### config.mk
export PLATFORM = sky130hd
export DESIGN_NAME = keystroke_line_buffer_core_flat
export DESIGN_NICKNAME = d
export VERILOG_FILES = /design/src/sv/klb_pkg.sv /design/src/sv/klb_in_if.sv /design/src/sv/klb_out_if.sv /design/src/sv/keystroke_line_buffer_core.sv /design/src/sv/klb_ram.sv /design/src/sv/klb_ctrl.sv /design/src/sv/klb_dp.sv /design/src/flat_wrapper.sv
export VERILOG_INCLUDE_DIRS = /design/src /design/src/sv
export SDC_FILE = /design/constraint.sdc
export NUM_CORES = 1
export LEC_CHECK = 0
export BUFFER_PORTS_ARGS = -buffer_cell sky130_fd_sc_hd__clkbuf_2
export CAP_MARGIN = 20
export CORE_MARGIN = 5
export CORE_UTILIZATION = 50
export DETAILED_ROUTE_END_ITERATION = 8
export PLACE_DENSITY = 0.63
export RECOVER_POWER = 50
export SLEW_MARGIN = 15
export SYNTH_ARGS = -nofsm -noshare
export SYNTH_HDL_FRONTEND = slang
export SYNTH_SLANG_ARGS = --single-unit
### constraint.sdc
create_clock -name clk -period 8.35 [get_ports clk]
set_input_delay 0.835 -clock clk [delete_from_list [all_inputs] [get_ports clk]]
set_output_delay 0.835 -clock clk [all_outputs]
set_load 0.005 [all_outputs]
### src/sv/keystroke_line_buffer_core_defines.svh
// Assertion macros shared by the keystroke line buffer RTL.
`ifndef KEYSTROKE_LINE_BUFFER_CORE_DEFINES_SVH
`define KEYSTROKE_LINE_BUFFER_CORE_DEFINES_SVH

// Check a property on every rising edge outside reset.
`define KLB_ASSERT(label, clk, rst, prop, msg) \
  label: assert property (@(posedge clk) disable iff (rst) prop) else $error(msg);

// Check a property on every rising edge, reset included.
`define KLB_ASSERT_ALWAYS(label, clk, prop, msg) \
  label: assert property (@(posedge clk) prop) else $error(msg);

`endif

### src/sv/klb_pkg.sv
// Types and constants of the keystroke line buffer.
`timescale 1ns / 1ps

package klb_pkg;

  // Field widths
  localparam int OP_W     = 2;
  localparam int CHAR_W   = 8;
  localparam int LEN_W    = 6;
  localparam int KIND_W   = 3;
  localparam int STATUS_W = 2;
  localparam int COUNT_W  = 6;

  // Operation codes
  typedef enum logic [OP_W-1:0] {
    OP_ADD  = 2'd0,
    OP_LINE = 2'd1,
    OP_CHAR = 2'd2,
    OP_NONE = 2'd3
  } op_t;

  // Result kinds
  localparam logic [KIND_W-1:0] KIND_ECHO      = 3'd0;
  localparam logic [KIND_W-1:0] KIND_LINE_CHAR = 3'd1;
  localparam logic [KIND_W-1:0] KIND_LINE_END  = 3'd2;
  localparam logic [KIND_W-1:0] KIND_SINGLE    = 3'd3;
  localparam logic [KIND_W-1:0] KIND_ERROR     = 3'd4;

  // Status codes
  localparam logic [STATUS_W-1:0] ST_OK       = 2'd0;
  localparam logic [STATUS_W-1:0] ST_INVAL    = 2'd1;
  localparam logic [STATUS_W-1:0] ST_NOTAVAIL = 2'd2;

  // Special characters
  localparam logic [CHAR_W-1:0] CH_BACKSPACE = 8'd8;
  localparam logic [CHAR_W-1:0] CH_NEWLINE   = 8'd10;

  // Which result the datapath loads into its output register
  typedef enum logic [2:0] {
    EMIT_ECHO,
    EMIT_LINE_CHAR,
    EMIT_LINE_END,
    EMIT_SINGLE,
    EMIT_ERR_INVAL,
    EMIT_ERR_NOTAVAIL
  } emit_t;

  // Controller states
  typedef enum logic [2:0] {
    S_IDLE,
    S_DECODE,
    S_SINGLE,
    S_LINE_ADDR,
    S_LINE_EMIT,
    S_LINE_END,
    S_SCAN_ADDR,
    S_SCAN_CHK
  } state_t;

  // Commands from controller to datapath
  typedef struct packed {
    logic  capture;
    logic  add_key;
    logic  line_start;
    logic  line_adv;
    logic  single_adv;
    logic  line_finish;
    logic  scan_adv;
    logic  scan_clear;
    logic  rd_sel_nl;
    logic  out_load;
    emit_t emit;
  } cmd_t;

  // Status from datapath to controller
  typedef struct packed {
    op_t  op;
    logic full;
    logic len_bad;
    logic pending;
    logic empty;
    logic line_stop;
    logic scan_hit_w;
    logic scan_hit_nl;
    logic out_free;
  } sts_t;

endpackage

### src/sv/klb_in_if.sv
// Input channel: one request item per handshake.
`timescale 1ns / 1ps

interface klb_in_if;
  logic                        valid;
  logic                        ready;
  logic [klb_pkg::OP_W-1:0]    operation;
  logic [klb_pkg::CHAR_W-1:0]  key_char;
  logic [klb_pkg::LEN_W-1:0]   max_len;

  modport source (output valid, operation, key_char, max_len, input ready);
  modport sink   (input valid, operation, key_char, max_len, output ready);
endinterface

### src/sv/klb_out_if.sv
// Output channel: one result item per handshake.
`timescale 1ns / 1ps

interface klb_out_if;
  logic                          valid;
  logic                          ready;
  logic [klb_pkg::KIND_W-1:0]    kind;
  logic [klb_pkg::CHAR_W-1:0]    char_out;
  logic [klb_pkg::STATUS_W-1:0]  status;
  logic [klb_pkg::COUNT_W-1:0]   byte_count;
  logic                          last;

  modport source (output valid, kind, char_out, status, byte_count, last, input ready);
  modport sink   (input valid, kind, char_out, status, byte_count, last, output ready);
endinterface

### src/sv/keystroke_line_buffer_core.sv
// Keystroke line buffer: ring of keys with line reads, char pops and newline rescan.
// Add or error: accepted in idle, result loaded in decode; char pop: decode, then single.
// Line read: line address and line emit per char, line end, then scan address and scan
// check per slot rescanned; a new item is taken only back in idle, when the last is done.
// A result waiting in the output register stalls the controller until it is taken.
// Reset clears indices, newline flag and control and holds input ready low; keys undefined.
`timescale 1ns / 1ps

module keystroke_line_buffer_core #(
  parameter int BUFFER_DEPTH = 32
) (
  input logic       clk,
  input logic       rst,
  klb_in_if.sink    keys,
  klb_out_if.source results
);

  klb_pkg::cmd_t cmd;
  klb_pkg::sts_t sts;
  logic          in_ready;
  logic          out_valid;

  klb_ctrl u_ctrl (
    .clk      (clk),
    .rst      (rst),
    .in_valid (keys.valid),
    .in_ready (in_ready),
    .sts      (sts),
    .cmd      (cmd)
  );

  klb_dp #(
    .BUFFER_DEPTH (BUFFER_DEPTH)
  ) u_dp (
    .clk        (clk),
    .rst        (rst),
    .operation  (keys.operation),
    .key_char   (keys.key_char),
    .max_len    (keys.max_len),
    .cmd        (cmd),
    .sts        (sts),
    .out_valid  (out_valid),
    .out_ready  (results.ready),
    .kind       (results.kind),
    .char_out   (results.char_out),
    .status     (results.status),
    .byte_count (results.byte_count),
    .last       (results.last)
  );

  assign keys.ready    = in_ready;
  assign results.valid = out_valid;

endmodule

### src/sv/klb_ram.sv
// Generic single-write, single-read RAM with registered read data.
`timescale 1ns / 1ps

module klb_ram #(
  parameter int WIDTH = 8,
  parameter int DEPTH = 32
) (
  input  logic                     clk,
  input  logic                     wr_en,
  input  logic [$clog2(DEPTH)-1:0] wr_addr,
  input  logic [WIDTH-1:0]         wr_data,
  input  logic [$clog2(DEPTH)-1:0] rd_addr,
  output logic [WIDTH-1:0]         rd_data
);

  logic [WIDTH-1:0] mem [DEPTH];

  // Write port
  always_ff @(posedge clk) begin
    if (wr_en) begin
      mem[wr_addr] <= wr_data;
    end
  end

  // Registered read port
  always_ff @(posedge clk) begin
    rd_data <= mem[rd_addr];
  end

endmodule

### src/sv/klb_ctrl.sv
// Controller state machine of the keystroke line buffer.
`timescale 1ns / 1ps

module klb_ctrl (
  input  logic          clk,
  input  logic          rst,
  input  logic          in_valid,
  output logic          in_ready,
  input  klb_pkg::sts_t sts,
  output klb_pkg::cmd_t cmd
);

  klb_pkg::state_t state, state_next;

  // State register
  always_ff @(posedge clk) begin
    if (rst) begin
      state <= klb_pkg::S_IDLE;
    end else begin
      state <= state_next;
    end
  end

  // Next state
  always_comb begin
    state_next = state;
    case (state)
      klb_pkg::S_IDLE: begin
        if (in_valid) state_next = klb_pkg::S_DECODE;
      end
      klb_pkg::S_DECODE: begin
        case (sts.op)
          klb_pkg::OP_ADD: begin
            if (sts.full || sts.out_free) state_next = klb_pkg::S_IDLE;
          end
          klb_pkg::OP_LINE: begin
            if (sts.len_bad || !sts.pending) begin
              if (sts.out_free) state_next = klb_pkg::S_IDLE;
            end else begin
              state_next = klb_pkg::S_LINE_ADDR;
            end
          end
          klb_pkg::OP_CHAR: begin
            if (!sts.empty) begin
              state_next = klb_pkg::S_SINGLE;
            end else if (sts.out_free) begin
              state_next = klb_pkg::S_IDLE;
            end
          end
          default: state_next = klb_pkg::S_IDLE;
        endcase
      end
      klb_pkg::S_SINGLE: begin
        if (sts.out_free) state_next = klb_pkg::S_IDLE;
      end
      klb_pkg::S_LINE_ADDR: begin
        state_next = sts.line_stop ? klb_pkg::S_LINE_END : klb_pkg::S_LINE_EMIT;
      end
      klb_pkg::S_LINE_EMIT: begin
        if (sts.out_free) state_next = klb_pkg::S_LINE_ADDR;
      end
      klb_pkg::S_LINE_END: begin
        if (sts.out_free) state_next = klb_pkg::S_SCAN_ADDR;
      end
      klb_pkg::S_SCAN_ADDR: begin
        state_next = sts.scan_hit_w ? klb_pkg::S_IDLE : klb_pkg::S_SCAN_CHK;
      end
      klb_pkg::S_SCAN_CHK: begin
        state_next = sts.scan_hit_nl ? klb_pkg::S_IDLE : klb_pkg::S_SCAN_ADDR;
      end
      default: state_next = klb_pkg::S_IDLE;
    endcase
  end

  // Commands
  always_comb begin
    cmd      = '0;
    cmd.emit = klb_pkg::EMIT_ECHO;
    in_ready = 1'b0;
    case (state)
      klb_pkg::S_IDLE: begin
        // Hold off input items while in reset
        in_ready    = !rst;
        cmd.capture = in_valid && !rst;
      end
      klb_pkg::S_DECODE: begin
        case (sts.op)
          klb_pkg::OP_ADD: begin
            if (!sts.full && sts.out_free) begin
              cmd.add_key  = 1'b1;
              cmd.out_load = 1'b1;
              cmd.emit     = klb_pkg::EMIT_ECHO;
            end
          end
          klb_pkg::OP_LINE: begin
            if (sts.len_bad) begin
              cmd.out_load = sts.out_free;
              cmd.emit     = klb_pkg::EMIT_ERR_INVAL;
            end else if (!sts.pending) begin
              cmd.out_load = sts.out_free;
              cmd.emit     = klb_pkg::EMIT_ERR_NOTAVAIL;
            end else begin
              cmd.line_start = 1'b1;
            end
          end
          klb_pkg::OP_CHAR: begin
            if (sts.empty) begin
              cmd.out_load = sts.out_free;
              cmd.emit     = klb_pkg::EMIT_ERR_NOTAVAIL;
            end
          end
          default: ;
        endcase
      end
      klb_pkg::S_SINGLE: begin
        cmd.out_load   = sts.out_free;
        cmd.single_adv = sts.out_free;
        cmd.emit       = klb_pkg::EMIT_SINGLE;
      end
      klb_pkg::S_LINE_ADDR: ;
      klb_pkg::S_LINE_EMIT: begin
        cmd.out_load = sts.out_free;
        cmd.line_adv = sts.out_free;
        cmd.emit     = klb_pkg::EMIT_LINE_CHAR;
      end
      klb_pkg::S_LINE_END: begin
        cmd.out_load    = sts.out_free;
        cmd.line_finish = sts.out_free;
        cmd.emit        = klb_pkg::EMIT_LINE_END;
      end
      klb_pkg::S_SCAN_ADDR: begin
        cmd.rd_sel_nl  = 1'b1;
        cmd.scan_clear = sts.scan_hit_w;
      end
      klb_pkg::S_SCAN_CHK: begin
        cmd.rd_sel_nl = 1'b1;
        cmd.scan_adv  = !sts.scan_hit_nl;
      end
      default: ;
    endcase
  end

endmodule

### src/sv/klb_dp.sv
// Datapath of the keystroke line buffer: ring indices, key store and result register.
`timescale 1ns / 1ps
`include "keystroke_line_buffer_core_defines.svh"

module klb_dp #(
  parameter int BUFFER_DEPTH = 32
) (
  input  logic                            clk,
  input  logic                            rst,
  input  logic [klb_pkg::OP_W-1:0]        operation,
  input  logic [klb_pkg::CHAR_W-1:0]      key_char,
  input  logic [klb_pkg::LEN_W-1:0]       max_len,
  input  klb_pkg::cmd_t                   cmd,
  output klb_pkg::sts_t                   sts,
  output logic                            out_valid,
  input  logic                            out_ready,
  output logic [klb_pkg::KIND_W-1:0]      kind,
  output logic [klb_pkg::CHAR_W-1:0]      char_out,
  output logic [klb_pkg::STATUS_W-1:0]    status,
  output logic [klb_pkg::COUNT_W-1:0]     byte_count,
  output logic                            last
);

  localparam int IW = $clog2(BUFFER_DEPTH);
  localparam logic [IW-1:0] LAST_IDX = IW'(BUFFER_DEPTH - 1);

  function automatic logic [IW-1:0] nxt(input logic [IW-1:0] i);
    return (i == LAST_IDX) ? '0 : i + 1'b1;
  endfunction

  function automatic logic [IW-1:0] prv(input logic [IW-1:0] i);
    return (i == '0) ? LAST_IDX : i - 1'b1;
  endfunction

  klb_pkg::op_t                   op_q;
  logic [klb_pkg::CHAR_W-1:0]     key_q;
  logic [klb_pkg::LEN_W-1:0]      len_q;
  logic [IW-1:0]                  read_index;
  logic [IW-1:0]                  write_index;
  logic [IW-1:0]                  newline_index;
  logic                           newline_pending;
  logic [klb_pkg::COUNT_W-1:0]    line_count;
  logic [IW-1:0]                  rd_addr;
  logic [klb_pkg::CHAR_W-1:0]     rd_data;
  logic                           out_free;

  logic [klb_pkg::KIND_W-1:0]     kind_next;
  logic [klb_pkg::CHAR_W-1:0]     char_next;
  logic [klb_pkg::STATUS_W-1:0]   status_next;
  logic [klb_pkg::COUNT_W-1:0]    count_next;
  logic                           last_next;

  // Key store
  assign rd_addr = cmd.rd_sel_nl ? newline_index : read_index;

  klb_ram #(
    .WIDTH (klb_pkg::CHAR_W),
    .DEPTH (BUFFER_DEPTH)
  ) u_key_store (
    .clk     (clk),
    .wr_en   (cmd.add_key),
    .wr_addr (write_index),
    .wr_data (key_q),
    .rd_addr (rd_addr),
    .rd_data (rd_data)
  );

  // Hold the accepted item
  always_ff @(posedge clk) begin
    if (cmd.capture) begin
      op_q  <= klb_pkg::op_t'(operation);
      key_q <= key_char;
      len_q <= max_len;
    end
  end

  // Ring indices and newline tracking
  always_ff @(posedge clk) begin
    if (rst) begin
      read_index      <= '0;
      write_index     <= '0;
      newline_index   <= '0;
      newline_pending <= 1'b0;
    end else begin
      if (cmd.add_key) begin
        if (key_q == klb_pkg::CH_NEWLINE && !newline_pending) begin
          newline_index   <= write_index;
          newline_pending <= 1'b1;
        end
        if (key_q == klb_pkg::CH_BACKSPACE) begin
          if (write_index != read_index) write_index <= prv(write_index);
        end else begin
          write_index <= nxt(write_index);
        end
      end else if (cmd.line_adv || cmd.single_adv) begin
        read_index <= nxt(read_index);
      end else if (cmd.line_finish) begin
        // Drop the rest of the line through its newline, start the rescan
        read_index    <= nxt(newline_index);
        newline_index <= nxt(newline_index);
      end else if (cmd.scan_adv) begin
        newline_index <= nxt(newline_index);
      end else if (cmd.scan_clear) begin
        newline_pending <= 1'b0;
      end
    end
  end

  // Count characters of a line read
  always_ff @(posedge clk) begin
    if (cmd.line_start) begin
      line_count <= '0;
    end else if (cmd.line_adv) begin
      line_count <= line_count + 1'b1;
    end
  end

  // Status to the controller
  assign out_free = !out_valid || out_ready;

  always_comb begin
    sts.op          = op_q;
    sts.full        = (nxt(write_index) == read_index);
    sts.len_bad     = (int'(len_q) >= BUFFER_DEPTH);
    sts.pending     = newline_pending;
    sts.empty       = (read_index == write_index);
    sts.line_stop   = (line_count == len_q) || (read_index == newline_index);
    sts.scan_hit_w  = (newline_index == write_index);
    sts.scan_hit_nl = (rd_data == klb_pkg::CH_NEWLINE);
    sts.out_free    = out_free;
  end

  // Build the next result
  always_comb begin
    kind_next   = klb_pkg::KIND_ECHO;
    char_next   = '0;
    status_next = klb_pkg::ST_OK;
    count_next  = '0;
    last_next   = 1'b1;
    case (cmd.emit)
      klb_pkg::EMIT_ECHO: begin
        char_next = key_q;
      end
      klb_pkg::EMIT_LINE_CHAR: begin
        kind_next = klb_pkg::KIND_LINE_CHAR;
        char_next = rd_data;
        last_next = 1'b0;
      end
      klb_pkg::EMIT_LINE_END: begin
        kind_next  = klb_pkg::KIND_LINE_END;
        // Stopping short of the limit means the newline was reached
        char_next  = (line_count != len_q) ? klb_pkg::CH_NEWLINE : '0;
        count_next = line_count;
      end
      klb_pkg::EMIT_SINGLE: begin
        kind_next = klb_pkg::KIND_SINGLE;
        char_next = rd_data;
      end
      klb_pkg::EMIT_ERR_INVAL: begin
        kind_next   = klb_pkg::KIND_ERROR;
        status_next = klb_pkg::ST_INVAL;
      end
      klb_pkg::EMIT_ERR_NOTAVAIL: begin
        kind_next   = klb_pkg::KIND_ERROR;
        status_next = klb_pkg::ST_NOTAVAIL;
      end
      default: ;
    endcase
  end

  // Output register: hold until taken
  always_ff @(posedge clk) begin
    if (rst) begin
      out_valid <= 1'b0;
    end else if (cmd.out_load) begin
      out_valid <= 1'b1;
    end else if (out_ready) begin
      out_valid <= 1'b0;
    end
  end

  always_ff @(posedge clk) begin
    if (cmd.out_load) begin
      kind       <= kind_next;
      char_out   <= char_next;
      status     <= status_next;
      byte_count <= count_next;
      last       <= last_next;
    end
  end

  // A result must never overwrite one that is still waiting
  `KLB_ASSERT(a_load_free, clk, rst, cmd.out_load |-> out_free, "result overwritten")
  // A key is stored only when the ring has room
  `KLB_ASSERT(a_add_room, clk, rst, cmd.add_key |-> !sts.full, "key stored into full ring")
  // A line character is read only before the stop condition
  `KLB_ASSERT(a_line_adv, clk, rst, cmd.line_adv |-> !sts.line_stop, "read past line stop")
  // Finishing a line leaves read and newline indices together
  `KLB_ASSERT(a_finish_idx, clk, rst, cmd.line_finish |=> read_index == newline_index,
              "indices apart after line read")

endmodule
### src/flat_wrapper.sv
// flat-port wrapper written by rule: the top's interface ports become plain ports
module keystroke_line_buffer_core_flat 
#(
  parameter int BUFFER_DEPTH = 32
)
  (clk, rst, keys_valid, keys_operation, keys_key_char, keys_max_len, keys_ready, results_valid, results_kind, results_char_out, results_status, results_byte_count, results_last, results_ready);
  klb_in_if keys_i ();
  klb_out_if results_i ();
  input logic clk;
  input logic rst;
  input wire logic [$bits(keys_i.valid)-1:0] keys_valid;
  input wire logic [$bits(keys_i.operation)-1:0] keys_operation;
  input wire logic [$bits(keys_i.key_char)-1:0] keys_key_char;
  input wire logic [$bits(keys_i.max_len)-1:0] keys_max_len;
  output wire logic [$bits(keys_i.ready)-1:0] keys_ready;
  output wire logic [$bits(results_i.valid)-1:0] results_valid;
  output wire logic [$bits(results_i.kind)-1:0] results_kind;
  output wire logic [$bits(results_i.char_out)-1:0] results_char_out;
  output wire logic [$bits(results_i.status)-1:0] results_status;
  output wire logic [$bits(results_i.byte_count)-1:0] results_byte_count;
  output wire logic [$bits(results_i.last)-1:0] results_last;
  input wire logic [$bits(results_i.ready)-1:0] results_ready;
  assign keys_i.valid = keys_valid;
  assign keys_i.operation = keys_operation;
  assign keys_i.key_char = keys_key_char;
  assign keys_i.max_len = keys_max_len;
  assign keys_ready = keys_i.ready;
  assign results_valid = results_i.valid;
  assign results_kind = results_i.kind;
  assign results_char_out = results_i.char_out;
  assign results_status = results_i.status;
  assign results_byte_count = results_i.byte_count;
  assign results_last = results_i.last;
  assign results_i.ready = results_ready;
  keystroke_line_buffer_core #(.BUFFER_DEPTH(BUFFER_DEPTH)) u_core (.clk(clk), .rst(rst), .keys(keys_i), .results(results_i));
endmodule
# [Word level (Yosys, flattened, before mapping)]
# Memories as Yosys holds them, arrays and structs flattened. A register that Yosys moved wholly into a read port is not among the register bits.
# Index checks and enable logic that the tools add are counted.
[word_totals] regBits=62 ram_bits=256 in_bits=20 out_inout_bits=22 wordCells=149 n_memories=1
[classes] addsub=5 magnitude_cmp=1 n_eq_ne=36 mux=61 bitwise=1 n_reduce_logical=29
[mem_list] memory="u_core.u_dp.u_key_store.mem" depth=32 word_bits=8 rd=1 rd_clocked_by_memory_dff=1 wr=1 line_no="klb_ram.sv:16" rtl="logic [WIDTH-1:0] mem [DEPTH];"
[op_table] op="$mux W5" n=14
[op_table] op="$mux W3" n=9
[op_table] op="$mux W1" n=25
[op_table] op="$eq A8 B4 Y1 const B" n=3
[op_table] op="$pmux W3 S8" n=1
[op_table] op="$pmux W8 S3" n=1
[op_table] op="$eq A5 B5 Y1" n=4
[op_table] op="$mux W4" n=5
[op_table] op="$eq A3 B3 Y1 const B" n=6
[op_table] op="$pmux W4 S4" n=1
[op_table] op="$add A5 B1 Y5 const B" n=3
[op_table] op="$eq A5 B5 Y1 const B" n=3
[op_table] op="$eq A3 B2 Y1 const B" n=4
[op_table] op="$pmux W3 S4" n=1
[op_table] op="$pmux W4 S3" n=1
[op_table] op="$pmux W3 S3" n=1
[op_table] op="$ne A2 B1 Y1 const B" n=4
[op_table] op="$ne A2 B2 Y1 const B" n=4
[op_table] op="$add A6 B1 Y6 const B" n=1
[op_table] op="$eq A3 B1 Y1 const B" n=2
[op_table] op="$eq A6 B6 Y1" n=1
[op_table] op="$ge A6 B6 Y1 const B" n=1
[op_table] op="$logic_not A3 Y1" n=2
[op_table] op="$ne A6 B6 Y1" n=1
[op_table] op="other kinds (20)" n=35

# [Logic depth before layout (Yosys ltp)]
# Gate-level depths: netlist of the first run.
[logic_depth] word_depth=11 depth_mapped=11 depth_no_buf=9

# [Cells and area by module]
# From an unflattened synthesis of the first run, not the netlist that was laid out.
[unflattened] hier_cells=785 area_unflattened_um2=13604.3
[by_module_without_submodules] module="klb_ram" n_inst=1 cells_per_inst=417 area_per_inst_um2=10053.4 seq_area_each_um2=7847.5
[by_module_without_submodules] module="klb_dp" n_inst=1 cells_per_inst=293 area_per_inst_um2=3057.9 seq_area_each_um2=1541.5
[by_module_without_submodules] module="klb_ctrl" n_inst=1 cells_per_inst=75 area_per_inst_um2=493.0 seq_area_each_um2=60.1

# [Worst setup path after synthesis of the first run]
# OpenSTA, ideal clock, no wires.
[synth_path] path_kind="flip-flop to flip-flop" start="register u_core.u_dp.write_index[3]" end="memory u_core.u_dp.u_key_store.mem[2][0], enable pin" setup_ns=0.395 t_arrival_ns=2.943 required_time_ns=7.955 path_slack_ns=5.012 stages_incl_launch_ff=12 n_path_buf=3 synth_period_minus_slack_ns=3.338 path_cell_list="dfxtp_1 buf_2 clkbuf_1 and3_1 ha_1 nor2b_1 mux2i_1 xnor2_1 a211oi_2 buf_4 nand2_2 nor4_1"
[synth_via] elab_chain_cells=10 elab_cells_between_ends=11 cone_classes="1 x add/sub; 2 x eq/ne; 6 x mux; 2 x reduce/logical"
[synth_rtl] item="from (decl)" line_no="klb_dp.sv:39" rtl="logic [IW-1:0] write_index;"
[synth_rtl] item="from (signal assigned)" line_no="klb_dp.sv:91" rtl="if (write_index != read_index) write_index <= prv(write_index);"
[synth_rtl] item="from (signal assigned)" line_no="klb_dp.sv:93" rtl="write_index <= nxt(write_index);"
[synth_rtl] item="$add A5 B1 Y5 or $eq A5 B5 Y1 (tied branches)" line_no="klb_dp.sv:28" rtl="return (i == LAST_IDX) ? '0 : i + 1'b1;"
[synth_rtl] item="$mux W5" line_no="klb_dp.sv:28"
[synth_rtl] item="$eq A5 B5 Y1" line_no="klb_dp.sv:123" rtl="sts.full = (nxt(write_index) == read_index);"
[synth_rtl] item="$logic_not A1 Y1" line_no="klb_ctrl.sv:89" rtl="if (!sts.full && sts.out_free) begin"
[synth_rtl] item="$logic_and A1 B1 Y1" line_no="klb_ctrl.sv:89"
[synth_rtl] item="$mux W1" line_no="klb_ctrl.sv:89"
[synth_rtl] item="$mux W1" line_no="klb_ctrl.sv:87" rtl="case (sts.op)"
[synth_rtl] item="$mux W2" line_no="klb_ctrl.sv:80" rtl="case (state)"
[synth_rtl] item="$mux W1" line_no="klb_ram.sv:20" rtl="if (wr_en) begin"
[synth_rtl] item="$mux W1 (not written as such)" line_no="klb_ram.sv:21" rtl="mem[wr_addr] <= wr_data;"
[synth_rtl] item="to (decl)" line_no="klb_ram.sv:16"
# Several ways; a longest one is shown, not always the timed one.

# [Worst setup path in the final report of the first run]
[layout_path] start="register u_core.u_dp.write_index[0]" end="memory u_core.u_dp.u_key_store.mem[11][7], enable pin"
# Same word-level chain as after synthesis.

==> reports/metrics.cfg, run 1 <==
[final_layout]
ff_latch_area_um2 = 9449
final_common_cell = edfxtp_1
syn_to_final_growth_pct = 11.17
design_area_um2 = 15440
layout-drive-gt1-share = 0.09602
fillers = 2307
n_antenna_cell = 0
fin_nets = 1168
final_cell_mix = 292 x edfxtp_1, 205 x nand2_1, 61 x nand3_1
multi_input_area_um2 = 4069

[power_and_ir_drop]
pwr-share-comb = 0.027
peakVddDrop_mv = 0.1173
pwr-share-seq = 0.546
power_switching_uw = 677.2
p_leak_nw = 5.282
p_clk_frac = 0.427
p_int_mw = 2.615
total_power_mw = 3.293
cellPowerDensity_nw_per_um2 = 213.2
p_sw_frac = 0.2057

[run]
maxCapViolCount = 8

[logic_synthesis]
synth_warnings = 0
synth_top_cell_area_share = 0.6312
syn_area_um2 = 13890
yosys.area.top_type = edfxtp_1
ys_seq_area_frac = 0.6802
synth_edf_count = 292
synth_cell_types = 64
yosys-top-cells-area = edfxtp_1 63%, nand2_1 5.5%, dfxtp_1 4.9%
synth_flop_cell = edfxtp_1
synth_nets = 1137
synth_async_sr_flop_share = 0
ys_seq_elements = 326
postSynthAreaPerCell_um2 = 12.61
synth_cells = 1102

[route]
post_drt_wl_per_cell_um = 21.41
routed_wl_um = 32850
route.antenna.remaining_nets = 0
drtIter0Drc = 755
dr.pass1.iters = 6
remaining_drc_errors = 0
vias_per_cell = 5.795
vias = 8890

[die]
initial_utilization = 0.5028
coreArea_um2 = 27630
dieArea_um2 = 31220
die_w_um = 176.7
rows = 61
ios = 42
fp.dieH_um = 176.7

[clock_network]
ctsResizeCount = 0
clock_path_buffers = 3
clock-root-buffer = clkbuf_16
htree_num_levels = 2
cts_hold_buf = 0
cts_tree = yes
cts.sinks = 326
cts.clk_slew.worst_paths_ps = 60
insertion_delay_ps = 520
post_cts_buffers = 0
numCtsBuffers = 34

[worst_setup_path]
crit_chain = ha_1, and3_1, ha_1, nor2_1, mux2i_1, xnor2_1, a211oi_2, nand2_1, nor3_1, clkbuf_2
critPathCaptureType = flip-flop
cp_data_arrival_time_ps = 4590
crit_path_max_fanout = 12
reg2reg_to = u_core.u_dp.u_key_store.mem[11][7]
rr_startpoint = u_core.u_dp.write_index[0]
start_kind = flip-flop
crit_family = simple AND/OR/NAND/NOR gates
reg2reg_depth = 10
cp_num_buf_inv = 1
timing.reg2reg.setup_slack_ps = 3990
critPathMaxStageDelay_ps = 770
worst_path_max_delay_cell = a211oi_2
worstPathRequired_ps = 8580
critPathKind = flip-flop to flip-flop
cpMostUsedCell = ha_1

[placed_design]
port_buffers = 41
pre_cts_ws_ps = 3795
dp_hpwl_um = 20190
gp_congestion = 0.9010
place_area_um2 = 14410

[worst_hold_path]
min_from = keys_key_char[2]
min_path_type = input port to flip-flop
hold_depth = 1
hold_end = u_core.u_dp.key_q[2]

[status]
violations = max-capacitance violations, max-slew violations
outcome = finished, violations left

[timing]
maxSlewHeadroom = -0.4326
skew_ps = 26.22
whs_ps = 501.8
setup_slack_ps = 3987
hold_viol = 0
drv_slew = 286
final.period_utilization = 0.5225
post-route-min-period_ps = 4363
setup_viol = 0
rsz0062_at_grt = false
worst_slew_pin_slew_ps = 2149
setup_tns_ps = 0
fmax_mhz = 229.2

[global_routing]
grt_max_degree = 95
grt_pass1_vias = 8521
overflow = 0
use_met2 = 0.3347
met1_usage = 0.2960
groute.usage.overall = 0.2099
antenna_found_initial = 0
grt_busiest_layer = met2
grt_first_pass_wirelength_um = 50250
met3_usage = 0.04678

[per-stage QoR]
stage | std cells | util
floorplan | 1102 | -
global placement | 1469 | 0.5214
CTS | 1528 | 0.5589
finish | 1534 | 0.5589
detailed placement | 1469 | 0.5214
global route | 1534 | 0.5589
[cell families (layout without fill, tap and decap cells)]
logic type / after synthesis / count (layout) / share of synthesized area
compound gates: 176 / 176 / 0.08935
xor+xnor: 35 / 35 / 0.02207
fa+ha+maj: 15 / 15 / 0.01351
buf+inv: 89 / 143 / 0.02900
flops: 326 / 326 / 0.6802
mux: 32 / 32 / 0.02315
simple gates: 429 / 429 / 0.1427
[synth_stat cells, types with 2 or more instances]
| master | n |
|---|---|
| a211o_1 | 3 |
| a211oi_1 | 21 |
| a21oi_1 | 21 |
| a21oi_2 | 2 |
| a221o_1 | 2 |
| a22o_1 | 6 |
| a311oi_1 | 7 |
| a31oi_1 | 47 |
| a32oi_1 | 24 |
| and2_1 | 9 |
| and3_1 | 20 |
| and4_1 | 2 |
| buf_1 | 3 |
| buf_2 | 28 |
| buf_4 | 9 |
| clkbuf_1 | 31 |
| dfxtp_1 | 34 |
| edfxtp_1 | 292 |
| ha_1 | 15 |
| inv_1 | 18 |
| mux2i_1 | 31 |
| nand2_1 | 205 |
| nand2b_1 | 9 |
| nand3_1 | 61 |
| nand3b_1 | 5 |
| nand4_1 | 4 |
| nor2_1 | 60 |
| nor2b_1 | 3 |
| nor3_1 | 14 |
| nor3b_1 | 4 |
| nor4_1 | 14 |
| o21ai_0 | 10 |
| o21ai_1 | 4 |
| o22ai_1 | 10 |
| o31ai_1 | 6 |
| or2_2 | 3 |
| or3_1 | 4 |
| or4_1 | 2 |
| xnor2_1 | 27 |
| xor2_1 | 8 |
[power by group through the flow]
stage | combinational (mW) | sequential [mW] | clock [mW]
finish | 0.0889 | 1.80 | 1.41
global route | 0.0989 | 1.80 | 1.49
CTS | 0.0919 | 1.79 | 1.43
detailed placement | 0.0918 | 1.83 | 0
global placement | 0.0905 | 1.83 | 0
floorplan | 0.0477 | 1.83 | 0
[metal layers]
| layer | vias to the layer above | routed length (µm) |
|---|---|---|
| met2 | 322 | 15690 |
| met4 | 0 | 546 |
| met5 | - | 0 |
| li1 | 4178 | - |
| met1 | 4350 | 14160 |
| met3 | 40 | 2459 |
[state kept, by name, summed over array words and instances, names as in the netlist]
signal and count:
u_core.u_ctrl.state 3, u_core.u_dp.byte_count 6, u_core.u_dp.char_out 8, u_core.u_dp.key_q 8
u_core.u_dp.kind 3, u_core.u_dp.last 1, u_core.u_dp.len_q 6, u_core.u_dp.line_count 6
u_core.u_dp.newline_index 5, u_core.u_dp.newline_pending 1, u_core.u_dp.op_q 2, u_core.u_dp.out_valid 1
u_core.u_dp.read_index 5, u_core.u_dp.status 2, u_core.u_dp.u_key_store.mem 256, u_core.u_dp.u_key_store.rd_data 8
u_core.u_dp.write_index 5
[layout make-up]
| type | count | share of cell area |
|---|---|---|
| Timing Repair Buffer | 66 | 0.02261 |
| Clock inverter | 17 | 0.008589 |
| Sequential cell | 326 | 0.6119 |
| Inverter | 18 | 0.004375 |
| Tap cell | 378 | 0.03063 |
| Clock buffer | 42 | 0.05842 |
| Multi-Input combinational cell | 687 | 0.2635 |
[worst max path at each step]
stage	from	end	slack, ps	cells after the start
2_1_floorplan	u_core.u_dp.write_index[3]	u_core.u_dp.u_key_store.mem[2][0]	5010	11
3_3_place_gp	u_core.u_dp.write_index[0]	u_core.u_dp.u_key_store.mem[9][1]	4020	9
3_5_place_dp	u_core.u_dp.write_index[0]	u_core.u_dp.u_key_store.mem[9][3]	3790	9
4_1_cts	u_core.u_dp.write_index[0]	u_core.u_dp.u_key_store.mem[9][3]	3820	9
5_1_grt	u_core.u_dp.write_index[0]	u_core.u_dp.u_key_store.mem[17][4]	3700	9
6_report	u_core.u_dp.write_index[0]	u_core.u_dp.u_key_store.mem[11][7]	3990	10
Note: power is estimated with default switching activity, not from simulation.
==> run 2, diff against run 1 <==
PLACE_DENSITY = 0.66   (was 0.63)
clock period = 3.6 ns   (was 8.35 ns; I/O delays follow)
==> reports/metrics.cfg, run 2 (synthesis gave the netlist of run 1 again) <==
[die]
dieArea_um2 = 31220
fp.dieH_um = 176.7
rows = 61
ios = 42
die_w_um = 176.7
initial_utilization = 0.5028
coreArea_um2 = 27630

[worst_setup_path]
timing.reg2reg.setup_slack_ps = 430
cp_data_arrival_time_ps = 3330
critPathMaxStageDelay_ps = 600
critPathCaptureType = flip-flop
cpMostUsedCell = ha_1
worst_path_max_delay_cell = nor2_1
crit_path_max_fanout = 8
crit_chain = ha_1, and3_1, ha_1, nor2b_1, mux2i_1, xnor2_1, a211oi_2, buf_4, nand2_2, nor2_1
start_kind = flip-flop
critPathKind = flip-flop to flip-flop
worstPathRequired_ps = 3760

[timing]
setup_viol = 0
setup_tns_ps = 0
post-route-min-period_ps = 3175
skew_ps = 16.42
drv_slew = 241
rsz0062_at_grt = false
maxSlewHeadroom = -0.3937
hold_viol = 0
worst_slew_pin_slew_ps = 2091
fmax_mhz = 315.0
final.period_utilization = 0.8819

[route]
wl_met2_um = 15940
vias_per_cell = 5.830
vias = 9100
route.antenna.remaining_nets = 0
drtIter0Drc = 1175
dr.pass1.iters = 6
dr_wl_met3_um = 2760
top_layer = met4
wl_met1_um = 14050
routed_wl_um = 33380
remaining_drc_errors = 0
post_drt_wl_per_cell_um = 21.39

[status]
violations = max-capacitance violations, max-slew violations
outcome = finished, violations left

[worst_hold_path]
min_path_type = input port to flip-flop

[clock_network]
cts_tree = yes
cts.clk_slew.worst_paths_ps = 60
cts_hold_buf = 0
clock-root-buffer = clkbuf_16
clock_path_buffers = 3
post_cts_buffers = 0
htree_num_levels = 2
cts.sinks = 326
ctsResizeCount = 0
numCtsBuffers = 34
insertion_delay_ps = 520

[final_layout]
fillers = 2262
largest_register = u_core.u_dp.u_key_store.mem
fin_nets = 1192
final_cell_mix = 292 x edfxtp_1, 205 x nand2_1, 61 x nand3_1
layout-drive-gt1-share = 0.1183
final_common_cell = edfxtp_1
syn_to_final_growth_pct = 13.42
n_antenna_cell = 0
layout.cells.non_filler = 1561
largest_register_ffs = 256
design_area_um2 = 15760

[placed_design]
dp_cells = 1499
place_area_um2 = 14650
dp_hpwl_um = 20980
gp_congestion = 0.9011
port_buffers = 41

[global_routing]
groute.usage.overall = 0.2124
grt_max_degree = 111
grt_first_pass_wirelength_um = 50930
overflow = 0
antenna_found_initial = 0
grt_pass1_vias = 8735

[power_and_ir_drop]
p_leak_nw = 5.474
peakVddDrop_mv = 0.2600
cellPowerDensity_nw_per_um2 = 504.4

[run]
maxCapViolCount = 7

-- run 2: cell count changes in the layout (fill, tap and decap cells not counted), sizes merged --
cell      previous run  this run
buf                 16        40
clkbuf              92        98
clkinv              13         8
bufinv               1         3
clkinvlp             3         1
inv                 18        20
-- run 2: path summary, 6_finish.rpt --
path	start	endpoint	depth (start not counted)
min reg2reg	u_core.u_dp.line_count[5]	u_core.u_dp.line_count[5]	2
min	keys_max_len[3]	u_core.u_dp.len_q[3]	1
max	u_core.u_dp.write_index[0]	u_core.u_dp.u_key_store.mem[14][3]	10
max reg2reg	u_core.u_dp.write_index[0]	u_core.u_dp.u_key_store.mem[14][3]	10
-- run 2: cell type report --
cell class | instances | area (µm²) | share of cell area
flip-flops and latches | 326 | 9449 | 0.5997
multi-input cells | 687 | 4060 | 0.2577
clock buffers | 48 | 975.9 | 0.06194
repair buffers | 90 | 553.0 | 0.03510
well taps | 378 | 473.0 | 0.03002
clock inverters | 14 | 176.4 | 0.01120
inverters | 18 | 67.56 | 0.004288
-- run 2: through the flow --
| stage | hold WS, ps | util | setup slack, ps | power, mW |
|---|---|---|---|---|
| 2_1_floorplan | 458.9 | - | 262.1 | 4.362 |
| 3_3_place_gp | 537.0 | 0.5302 | 596.7 | 4.466 |
| 3_5_place_dp | 538.6 | 0.5302 | 521.0 | 4.468 |
| 4_1_cts | 1.410 | 0.5719 | 442.4 | 8.004 |
| 5_1_grt | 4.980 | 0.5702 | 195.9 | 8.192 |
| 6_report | 21.68 | 0.5702 | 425.1 | 7.947 |
-- run 2: power by group --
| part | internal (mW) | leakage, nW | switching (mW) | total (mW) |
|---|---|---|---|---|
| registers | 4.14 | 2.91 | 0.0171 | 4.16 |
| clock network | 2.13 | 0.562 | 1.43 | 3.56 |
| logic | 0.0658 | 2.00 | 0.159 | 0.225 |
| total | 6.34 | 5.47 | 1.60 | 7.95 |
-- run 2: critical path: cells and delay by family (launching register included) --
family | cells | cell delay (ps)
DFF | 1 | 330
muxes | 1 | 230
and+or+nand+nor | 4 | 1080
xor gates and xnor gates | 1 | 180
buffers and inverters | 1 | 180
adders and majority gates | 2 | 530
AOI/OAI and AO/OA | 1 | 280
-- run 2: layer usage --
layer / track usage / vias to the layer above
met4: 0.05513 / 0
met5: 0 / -
met3: 0.03781 / 51
met1: 0.3015 / 4394
met2: 0.3433 / 417
li1: - / 4238
==> run 3, diff against run 2 <==
PLACE_DENSITY = 0.69   (was 0.66)
==> reports/metrics.cfg, run 3 (synthesis gave the netlist of run 1 again) <==
[timing]
drv_slew = 243
skew_ps = 24.89
rsz0062_at_grt = true
maxSlewHeadroom = -0.4819
worst_slew_pin_slew_ps = 2223
post-route-min-period_ps = 3485
setup_viol = 0
fmax_mhz = 287.0
setup_slack_ps = 115.3
hold_viol = 0
whs_ps = 25.79
final.period_utilization = 0.9680

[placed_design]
gp_congestion = 0.9045
port_buffers = 41
dp_hpwl_um = 21420
dp_cells = 1491
pre_cts_ws_ps = 95.49

[clock_network]
cts.clk_slew.worst_paths_ps = 60
htree_num_levels = 2
insertion_delay_ps = 520
cts_tree = yes
clock_path_buffers = 3
numCtsBuffers = 34
cts.sinks = 326
clock-root-buffer = clkbuf_16
post_cts_buffers = 0
cts_hold_buf = 0

[worst_setup_path]
crit_path_max_fanout = 11
cp_data_arrival_time_ps = 3630
crit_family = simple AND/OR/NAND/NOR gates
worstPathRequired_ps = 3750
critPathMaxStageDelay_ps = 540
critPathCaptureType = flip-flop
cp_num_buf_inv = 2
critPathKind = flip-flop to flip-flop
crit_chain = ha_1, and3_1, ha_1, nor2b_1, mux2i_1, xnor2_1, a211oi_2, buf_4, nand2_1, buf_4, nor2_1
start_kind = flip-flop
worst_path_max_delay_cell = nor2_1

[final_layout]
largest_register = u_core.u_dp.u_key_store.mem
final_common_cell = edfxtp_1
largest_register_ffs = 256
utilization = 0.5643
n_antenna_cell = 0
final_cell_mix = 292 x edfxtp_1, 205 x nand2_1, 61 x nand3_1
layout.cells.non_filler = 1553
fin_nets = 1186
layout-drive-gt1-share = 0.1132
syn_to_final_growth_pct = 12.24

[global_routing]
antenna_found_initial = 0
groute.usage.overall = 0.2150
grt_first_pass_wirelength_um = 51630
overflow = 0
grt_pass1_vias = 8875
grt_max_degree = 100

[route]
post_drt_wl_per_cell_um = 21.65
routed_wl_um = 33620
dr.pass1.iters = 6
vias_per_cell = 5.882
remaining_drc_errors = 0
vias = 9135
drtIter0Drc = 1041
route.antenna.remaining_nets = 0

[die]
dieArea_um2 = 31220
die_w_um = 176.7
fp.dieH_um = 176.7
initial_utilization = 0.5028
rows = 61
coreArea_um2 = 27630
ios = 42

[run]
maxCapViolCount = 7

[power_and_ir_drop]
cellPowerDensity_nw_per_um2 = 487.7
total_power_mw = 7.603
peakVddDrop_mv = 0.2625
p_leak_nw = 5.367

[status]
violations = max-capacitance violations, max-slew violations
outcome = finished, violations left

[worst_hold_path]
min_path_type = input port to flip-flop

-- run 3: area by class of cell --
cell class	count	area (µm²)
Sequential cell	326	9449
Inverter	18	67.56
Multi-Input combinational cell	687	4098
Tap cell	378	473.0
Clock inverter	18	125.1
Fill cell	2297	12040
Clock buffer	42	880.8
Timing Repair Buffer	84	498.0
-- run 3: stage by stage --
stage                     area, µm²  setup TNS (ps)
after floorplan               13890               0
after global placement        14570               0
after CTS                     15580               0
after global routing          15590           -3722
final                         15590               0
after detailed placement      14580               0
-- run 3: where the power goes --
group	switching [mW]	internal (mW)	total, mW
logic	0.156	0.0666	0.222
clock network	1.40	1.82	3.22
registers	0.0198	4.14	4.16
total	1.57	6.03	7.60
-- run 3: worst paths after layout --
check / from / to / cells past startpoint / slack [ps]
worst min-delay path: keys_max_len[2] / u_core.u_dp.len_q[2] / 1 / 30
worst min register to register: u_core.u_dp.read_index[1] / u_core.u_dp.read_index[1] / 2 / 560
worst max register to register: u_core.u_dp.write_index[0] / u_core.u_dp.u_key_store.mem[31][1] / 11 / 120
worst max-delay path: u_core.u_dp.write_index[0] / u_core.u_dp.u_key_store.mem[31][1] / 11 / 120
-- run 3: layer usage --
layer	GRT usage	share of wire	up-vias
li1	-	-	4221
met1	0.3088	0.43	4466
met2	0.3406	0.46	381
met3	0.04038	0.082	67
met4	0.05835	0.026	0
met5	0	0	-
-- run 3: timing repair --
action / CTS / global route
setup endpoints to repair: 0 / 111
gates resized for setup: 0 / 9
endpoints found under the hold margin: 0 / 0
